===== config.mk =====
export PLATFORM = sky130hd
export DESIGN_NAME = wlh_front_flat
export DESIGN_NICKNAME = d
export VERILOG_FILES = /design/src/hw/rtl/wakeup_latency_log2_histogram_defines.svh /design/src/hw/rtl/wlh_pkg.sv /design/src/hw/rtl/wlh_event_if.sv /design/src/hw/rtl/wlh_front.sv /design/src/flat_wrapper.sv
export SDC_FILE = /design/constraint.sdc
export NUM_CORES = 1
export LEC_CHECK = 0
export BUFFER_PORTS_ARGS = -buffer_cell sky130_fd_sc_hd__buf_2
export CORE_MARGIN = 2
export CORE_UTILIZATION = 48
export CTS_BUF_LIST = sky130_fd_sc_hd__clkbuf_4
export DETAILED_ROUTE_END_ITERATION = 10
export GPL_TIMING_DRIVEN = 0
export HOLD_SLACK_MARGIN = 0.1
export PLACE_DENSITY = 0.71
export SETUP_SLACK_MARGIN = 0.02
export SLEW_MARGIN = 20
export SYNTH_ARGS = -nofsm -noshare
export SYNTH_HDL_FRONTEND = slang
export SYNTH_SLANG_ARGS = --single-unit

===== constraint.sdc =====
create_clock -name clk -period 5.3 [get_ports clk]
set_clock_uncertainty 0.1 [all_clocks]
set_input_delay 0.265 -clock clk [delete_from_list [all_inputs] [get_ports clk]]
set_output_delay 0.265 -clock clk [all_outputs]
set_load 0.03 [all_outputs]

===== src/hw/rtl/wakeup_latency_log2_histogram_defines.svh =====
// ----------------------------------------------------------------------------
// Wakeup latency histogram: shared assertion macros
// Concurrent checks sampled on clk and disabled while rst_n is low.
// ----------------------------------------------------------------------------
`ifndef WAKEUP_LATENCY_LOG2_HISTOGRAM_DEFINES_SVH
`define WAKEUP_LATENCY_LOG2_HISTOGRAM_DEFINES_SVH

// Consequent checked in the same cycle.
`define WLH_ASSERT_NOW(label, ante, cons, msg) \
    label: assert property (@(posedge clk) disable iff (!rst_n) (ante) |-> (cons)) \
        else $error(msg);

// Consequent checked in the cycle after the antecedent.
`define WLH_ASSERT_NEXT(label, ante, cons, msg) \
    label: assert property (@(posedge clk) disable iff (!rst_n) (ante) |=> (cons)) \
        else $error(msg);

`endif


===== src/hw/rtl/wlh_pkg.sv =====
// ----------------------------------------------------------------------------
// Wakeup latency histogram package
// Sizes, event codes and the request types shared by the block.
// ----------------------------------------------------------------------------
package wlh_pkg;

    localparam int TASK_ENTRIES = 16384;
    localparam int HIST_SLOTS   = 32;

    localparam int MODE_W    = 2;
    localparam int TASK_ID_W = 14;
    localparam int TIME_W    = 64;
    localparam int BIN_W     = 5;
    localparam int SLOT_W    = 5;
    localparam int COUNT_W   = 32;

    localparam int TASK_AW   = $clog2(TASK_ENTRIES);
    localparam int SLOT_AW   = $clog2(HIST_SLOTS);
    localparam int NS_PER_US = 1000;
    localparam int LAT_CMP_W = TIME_W + HIST_SLOTS;

    localparam int QUEUE_DEPTH = 2;
    localparam int QPTR_W      = $clog2(QUEUE_DEPTH);
    localparam int QCNT_W      = $clog2(QUEUE_DEPTH + 1);

    localparam logic [MODE_W-1:0] MODE_WAKE   = MODE_W'(0);
    localparam logic [MODE_W-1:0] MODE_SWITCH = MODE_W'(1);
    localparam logic [MODE_W-1:0] MODE_READ   = MODE_W'(2);

    typedef enum logic [1:0] {
        OP_NONE,
        OP_WAKE,
        OP_SWITCH,
        OP_READ
    } op_t;

    typedef struct packed {
        op_t                 op;
        logic [TASK_AW-1:0]  id;
        logic [TIME_W-1:0]   time_ns;
        logic [BIN_W-1:0]    bin;
    } req_t;

    typedef struct packed {
        logic valid;
        req_t req;
    } fe_stat_t;

    typedef struct packed {
        logic pop;
        logic clearing;
    } be_ctrl_t;

endpackage


===== src/hw/rtl/wlh_event_if.sv =====
// ----------------------------------------------------------------------------
// Event channel
// Valid/ready channel carrying one scheduler event request.
// ----------------------------------------------------------------------------
interface wlh_event_if;
    import wlh_pkg::*;

    logic                 valid;
    logic                 ready;
    logic [MODE_W-1:0]    mode;
    logic [TASK_ID_W-1:0] task_id;
    logic [TIME_W-1:0]    time_ns;
    logic [BIN_W-1:0]     bin_index;

    modport source (output valid, mode, task_id, time_ns, bin_index, input ready);
    modport sink   (input valid, mode, task_id, time_ns, bin_index, output ready);
endinterface


===== src/hw/rtl/wlh_front.sv =====
// ----------------------------------------------------------------------------
// Front end
// Accepts events, classifies them and holds them in a short request queue.
// ----------------------------------------------------------------------------
module wlh_front (
    input  logic               clk,
    input  logic               rst_n,
    wlh_event_if.sink          event_ch,
    input  wlh_pkg::be_ctrl_t  be_ctrl,
    output wlh_pkg::fe_stat_t  fe_stat
);
    import wlh_pkg::*;

    req_t              q_reg [QUEUE_DEPTH];
    logic [QPTR_W-1:0] wr_ptr_reg, wr_ptr_next;
    logic [QPTR_W-1:0] rd_ptr_reg, rd_ptr_next;
    logic [QCNT_W-1:0] cnt_reg, cnt_next;
    req_t              new_req;
    logic              id_ok;
    logic              push;
    logic              pop;

    always_comb
    begin
        id_ok = (event_ch.task_id != '0) && (32'(event_ch.task_id) < TASK_ENTRIES);
        new_req.id      = TASK_AW'(event_ch.task_id);
        new_req.time_ns = event_ch.time_ns;
        new_req.bin     = event_ch.bin_index;
        new_req.op      = OP_NONE;
        case (event_ch.mode)
            MODE_WAKE:   new_req.op = id_ok ? OP_WAKE : OP_NONE;
            MODE_SWITCH: new_req.op = id_ok ? OP_SWITCH : OP_NONE;
            MODE_READ:   new_req.op = OP_READ;
            default:     new_req.op = OP_NONE;
        endcase
    end

    assign event_ch.ready = !be_ctrl.clearing && (cnt_reg != QCNT_W'(QUEUE_DEPTH));
    assign push           = event_ch.valid && event_ch.ready;
    assign pop            = be_ctrl.pop;
    assign fe_stat.valid  = (cnt_reg != '0);
    assign fe_stat.req    = q_reg[rd_ptr_reg];

    always_comb
    begin
        wr_ptr_next = wr_ptr_reg;
        rd_ptr_next = rd_ptr_reg;
        cnt_next    = cnt_reg;
        if (push)
        begin
            wr_ptr_next = (wr_ptr_reg == QPTR_W'(QUEUE_DEPTH - 1)) ? '0 : wr_ptr_reg + 1'b1;
        end
        if (pop)
        begin
            rd_ptr_next = (rd_ptr_reg == QPTR_W'(QUEUE_DEPTH - 1)) ? '0 : rd_ptr_reg + 1'b1;
        end
        case ({push, pop})
            2'b10:   cnt_next = cnt_reg + 1'b1;
            2'b01:   cnt_next = cnt_reg - 1'b1;
            default: cnt_next = cnt_reg;
        endcase
    end

    always_ff @(posedge clk or negedge rst_n)
    begin
        if (!rst_n)
        begin
            wr_ptr_reg <= '0;
            rd_ptr_reg <= '0;
            cnt_reg    <= '0;
        end
        else
        begin
            wr_ptr_reg <= wr_ptr_next;
            rd_ptr_reg <= rd_ptr_next;
            cnt_reg    <= cnt_next;
        end
    end

    always_ff @(posedge clk)
    begin
        if (push)
        begin
            q_reg[wr_ptr_reg] <= new_req;
        end
    end
endmodule


===== src/flat_wrapper.sv =====
// flat-port wrapper written by rule: the top's interface ports become plain ports
module wlh_front_flat import wlh_pkg::*;
  (clk, rst_n, be_ctrl, fe_stat, event_ch_valid, event_ch_mode, event_ch_task_id, event_ch_time_ns, event_ch_bin_index, event_ch_ready);
  wlh_event_if event_ch_i ();
  input  logic clk;
  input  logic rst_n;
  input  wlh_pkg::be_ctrl_t be_ctrl;
  output wlh_pkg::fe_stat_t fe_stat;
  input wire logic [$bits(event_ch_i.valid)-1:0] event_ch_valid;
  input wire logic [$bits(event_ch_i.mode)-1:0] event_ch_mode;
  input wire logic [$bits(event_ch_i.task_id)-1:0] event_ch_task_id;
  input wire logic [$bits(event_ch_i.time_ns)-1:0] event_ch_time_ns;
  input wire logic [$bits(event_ch_i.bin_index)-1:0] event_ch_bin_index;
  output wire logic [$bits(event_ch_i.ready)-1:0] event_ch_ready;
  assign event_ch_i.valid = event_ch_valid;
  assign event_ch_i.mode = event_ch_mode;
  assign event_ch_i.task_id = event_ch_task_id;
  assign event_ch_i.time_ns = event_ch_time_ns;
  assign event_ch_i.bin_index = event_ch_bin_index;
  assign event_ch_ready = event_ch_i.ready;
  wlh_front u_core (.clk(clk), .rst_n(rst_n), .event_ch(event_ch_i), .be_ctrl(be_ctrl), .fe_stat(fe_stat));
endmodule

Yosys cells after proc, flatten, opt, wreduce, memory -nomap -nowiden
Memories as Yosys holds them, arrays and structs flattened.
Cells that the tools add are included.
{"block": "op_classes", "add_sub_neg": 4, "eq_ne": 5, "mux": 8, "reduce_logical": 7}
{"operator": "nonzero test 14 bit", "n": 1}
{"operator": "one-hot mux 2 bit (3 select lines)", "n": 1}
{"operator": "two-way mux 1 bit", "n": 5}
{"operator": "== test 2 x 1 -> 1 bit, second input constant", "n": 2}
{"operator": "== test 2 bit, second input constant", "n": 2}
{"operator": "one-hot mux 2 bit (2 select lines)", "n": 1}
{"operator": "nonzero test 2 bit", "n": 2}
{"operator": "adder 1 bit, second input constant", "n": 2}
{"operator": "adder 2 x 1 -> 2 bit, second input constant", "n": 1}
{"operator": "logical AND 1 bit", "n": 2}
{"operator": "logical NOT 2 bit", "n": 1}
{"operator": "two-way mux 2 bit", "n": 1}
{"operator": "!= test 2 bit, second input constant", "n": 1}
{"operator": "subtractor 2 x 1 -> 2 bit, second input constant", "n": 1}
{"operator": "logical NOT 1 bit", "n": 1}
{"block": "totals", "reg_bits": 4, "ram_bits": 170, "inputBits": 90, "output_inout_bits": 87, "word_cells": 28, "mem_count": 1}
{"name": "u_core.q_reg", "words": 2, "word_bits": 85, "read_ports": 1, "rd_clocked_by_memory_dff": 0, "wr": 1, "line_no": "wlh_front.sv:14", "rtl": "req_t q_reg [QUEUE_DEPTH];"}

Logic depth before layout (Yosys ltp)
{"block": "depth", "word_depth": 5, "mapped_depth": 6, "ltp_nobuf": 6}

Worst setup path before layout
Ideal clock, no wire load.
{"block": "synth_path", "path_type": "reg-to-reg", "start": "register u_core.cnt_reg[1]", "end": "memory u_core.q_reg[0][0] in the netlist's numbering (enable)", "setup_ps": 529, "arrival_ps": 4175, "required_time_ps": 4671, "setup_slack_ps": 496, "path_stages_with_launch": 4, "path_buffers": 0, "synth_period_minus_slack_ps": 4804, "path_cell_list": "dfrtp_1 -> inv_1 -> o211ai_1 -> nor2_1"}
{"block": "synth_via", "elab_chain_cells": 5}
{"item": "from (decl)", "line_no": "wlh_front.sv:17", "rtl": "logic [QCNT_W-1:0] cnt_reg, cnt_next;"}
{"item": "from (signal assigned)", "line_no": "wlh_front.sv:76", "rtl": "cnt_reg <= cnt_next;"}
{"item": "!= test 2 bit", "line_no": "wlh_front.sv:38", "rtl": "assign event_ch.ready = !be_ctrl.clearing && (cnt_reg != QCNT_W'(QUEUE_DEPTH));"}
{"item": "logical AND 1 bit", "line_no": "wlh_front.sv:38"}
{"item": "logical AND 1 bit", "line_no": "wlh_front.sv:39", "rtl": "assign push = event_ch.valid && event_ch.ready;"}
{"item": "two-way mux 1 bit", "line_no": "wlh_front.sv:82", "rtl": "if (push)"}
{"item": "two-way mux 1 bit (not written as such)", "line_no": "wlh_front.sv:84", "rtl": "q_reg[wr_ptr_reg] <= new_req;"}
{"item": "to (decl)", "line_no": "wlh_front.sv:14"}
No other way between the ends.

==> run summary <==
max reg flops: 170
synth-to-layout area growth: 36.23%
final wirelength: 12710 µm
clock sinks: 174
Async S/R FF share, synth: 2.299%
HPWL after DPL: 7851 µm
DRC: 0
RR Endpoint: u_core.q_reg[1][75]
# port buffers: 176
CTS max path bufs: 2
Ports: 177
Slew @ Worst Pin: 659.4 ps
ys flop type: edfxtp_1
Crit path top cell by count: buf_2
die outline height: 121.1 µm
pwr/cell area: 456.1 nW/µm²
worst r2r src: u_core.cnt_reg[0]
vias in the first global route: 4074
initial drt markers: 200
first-pass GRT wire length: 19640 µm
Synth cell types: 20
Post-Syn Area: 6585 µm²
CP Class: flop to primary output
cell taking the most area after synthesis: edfxtp_1
yosys warns: 0
DP Area: 7829 µm²
hold path start: be_ctrl[0]
Initial Util: 49.53%
Worst-Skew Late Latency: 560 ps
Mean Syn Cell Area: 22.55 µm²
top cells by area, synth: edfxtp_1 78%, mux2_4 9.1%, mux2_2 7.7%
worst-path cell chain: buf_6 -> buf_2 -> mux2_2 -> buf_2
Antenna Nets Post-Route: 0
period utilisation layout: 42.37%
vias: 3730
Worst Hold Class: primary input to flop
routability congestion estimate: 0.7085
hold path depth: 4
Hold Path End: u_core.q_reg[0][3]
root buffer cell: clkbuf_4
Pre-antenna DRT Iters: 4
outcome: completed
number of max-cap violations: 0
H-tree depth: 4
CTS buffer count: 17
Yosys top cell area share: 77.52%
fmax: 0.4453 GHz
Worst EP arrival: 1880 ps
share of cells above drive strength 1: 51.09%
RSZ-0062 raised after global routing: false
critical path required time: 4930 ps
worst reg2reg path depth: 4
min Tclk post-route: 2246 ps
leading cell types by count after synthesis: 170 x edfxtp_1, 45 x mux2_2, 40 x mux2_4
crit path max fanout: 10
Peak supply drop: 0.0003608 V
Post-Synthesis Net Count: 383
Slew HR: 56.04%
Total GRT Usage: 18.09%
Avg WL per Cell: 16.49 µm
slowest stage delay, CP: 380 ps
flop2flop setup slack: 3130 ps
Final nets: 673
Total Die Area: 14670 µm²
Final Cell Area: 8971 µm²
count leader, synth: edfxtp_1
Worst setup SP type: flop
antenna violations before repair: 0
Yosys reg bits: 174
Worst-path clk slew: 150 ps
core area: 13300 µm²
critical path endpoint category: primary output
final setup fails: 0
post-synthesis sequential area ratio: 79.04%
# rows: 42
Finished Core Util: 67.48%
number of synthesized flops with an enable pin: 170
crit path max-delay cell type: mux2_2
Via-to-Cell Ratio: 4.838
Mapped Cells: 292
Max Transition Viols Final: 0
Final Hold Fails: 0
Final Power: 4.091 mW
Horiz. Die Dim: 121.1 µm
total congestion overflow: 0
post-CTS setup repair buffer count: 0
largest net degree at the start of global routing: 44
TritonCTS clock tree: done
ant diodes: 0
Static Leak: 3.469 nW
[worst max-delay path by stage]
stage | start | endpoint | slack (ps) | cells past startpoint
2_1_floorplan | u_core.cnt_reg[1] | u_core.q_reg[0][0] | 500 | 3
3_5_place_dp | u_core.cnt_reg[0] | u_core.q_reg[1][60] | 3200 | 4
6_report | u_core.rd_ptr_reg | fe_stat[5] | 3050 | 4
3_3_place_gp | u_core.cnt_reg[1] | u_core.q_reg[0][33] | -1400 | 3
4_1_cts | u_core.rd_ptr_reg | fe_stat[5] | 2980 | 4
5_1_grt | u_core.rd_ptr_reg | fe_stat[3] | 2910 | 4
[cells by family after synthesis]
| group | count (synthesis) | synth area share (%) |
|---|---|---|
| muxes | 85 | 16.82 |
| buffers and inverters | 13 | 2.090 |
| adders and majority gates | 1 | 0.1900 |
| xor gates and xnor gates | 6 | 0.7980 |
| AOI/OAI and AO/OA | 2 | 0.1900 |
| DFF | 174 | 79.04 |
| and+or+nand+nor | 11 | 0.8739 |
[worst max-delay path: cells and delay by family (launching register included)]
family	cells	cell delay, ps
DFF	1	370
muxes	1	380
buffers and inverters	3	570
[stage by stage]
| stage | hold slack (ps) | std cells | setup slack (ps) | TNS [ps] |
|---|---|---|---|---|
| after detailed placement | -27.66 | 649 | 3197 | 0 |
| final | 241.7 | 771 | 3054 | 0 |
| after global placement | -28.77 | 644 | -1403 | -118950 |
| after floorplan | -130.6 | 292 | 495.6 | 0 |
| after CTS | 162.4 | 771 | 2978 | 0 |
| after global routing | 214.9 | 771 | 2911 | 0 |
[layout make-up]
| type | count | area [µm²] |
|---|---|---|
| flip-flops and latches | 174 | 5205 |
| fillers | 878 | 4324 |
| repair buffers | 271 | 1912 |
| multi-input cells | 105 | 1255 |
| well taps | 176 | 220.2 |
| clock buffers | 19 | 142.6 |
| plain buffers | 10 | 126.4 |
| clock inverters | 13 | 98.84 |
| inverters | 3 | 11.26 |
[metal layers]
layer	GRT usage (%)	share of wire (%)
met2	31.92	52
met3	5.075	6.0
met5	0	0
met4	8.503	2.2
met1	20.17	40
[cells in the final DEF, fill, tap and decap left out, types with 3 or more instances in the layout]
cell type | Yosys | final
buf_2 | 4 | 180
edfxtp_1 | 170 | 170
dlygate4sd3_1 | 0 | 90
mux2_2 | 45 | 45
mux2_4 | 40 | 40
clkbuf_4 | 0 | 19
clkinv_1 | 0 | 6
buf_12 | 4 | 5
xnor2_1 | 5 | 5
clkinvlp_4 | 0 | 5
buf_16 | 0 | 4
dfrtp_1 | 4 | 4
inv_1 | 3 | 3
nor4_1 | 3 | 3
nor2_1 | 4 | 3
[power breakdown]
part	switching (mW)	internal [mW]
combinational	0.975	0.702
sequential	0.0486	1.71
clock	0.423	0.234
total	1.45	2.64
[what timing repair did]
item                      CTS  global route
hold buffers               90             0
resized for setup           0             0
hold endpoints to repair  178             0
Note: power is estimated with default switching activity, not from simulation.
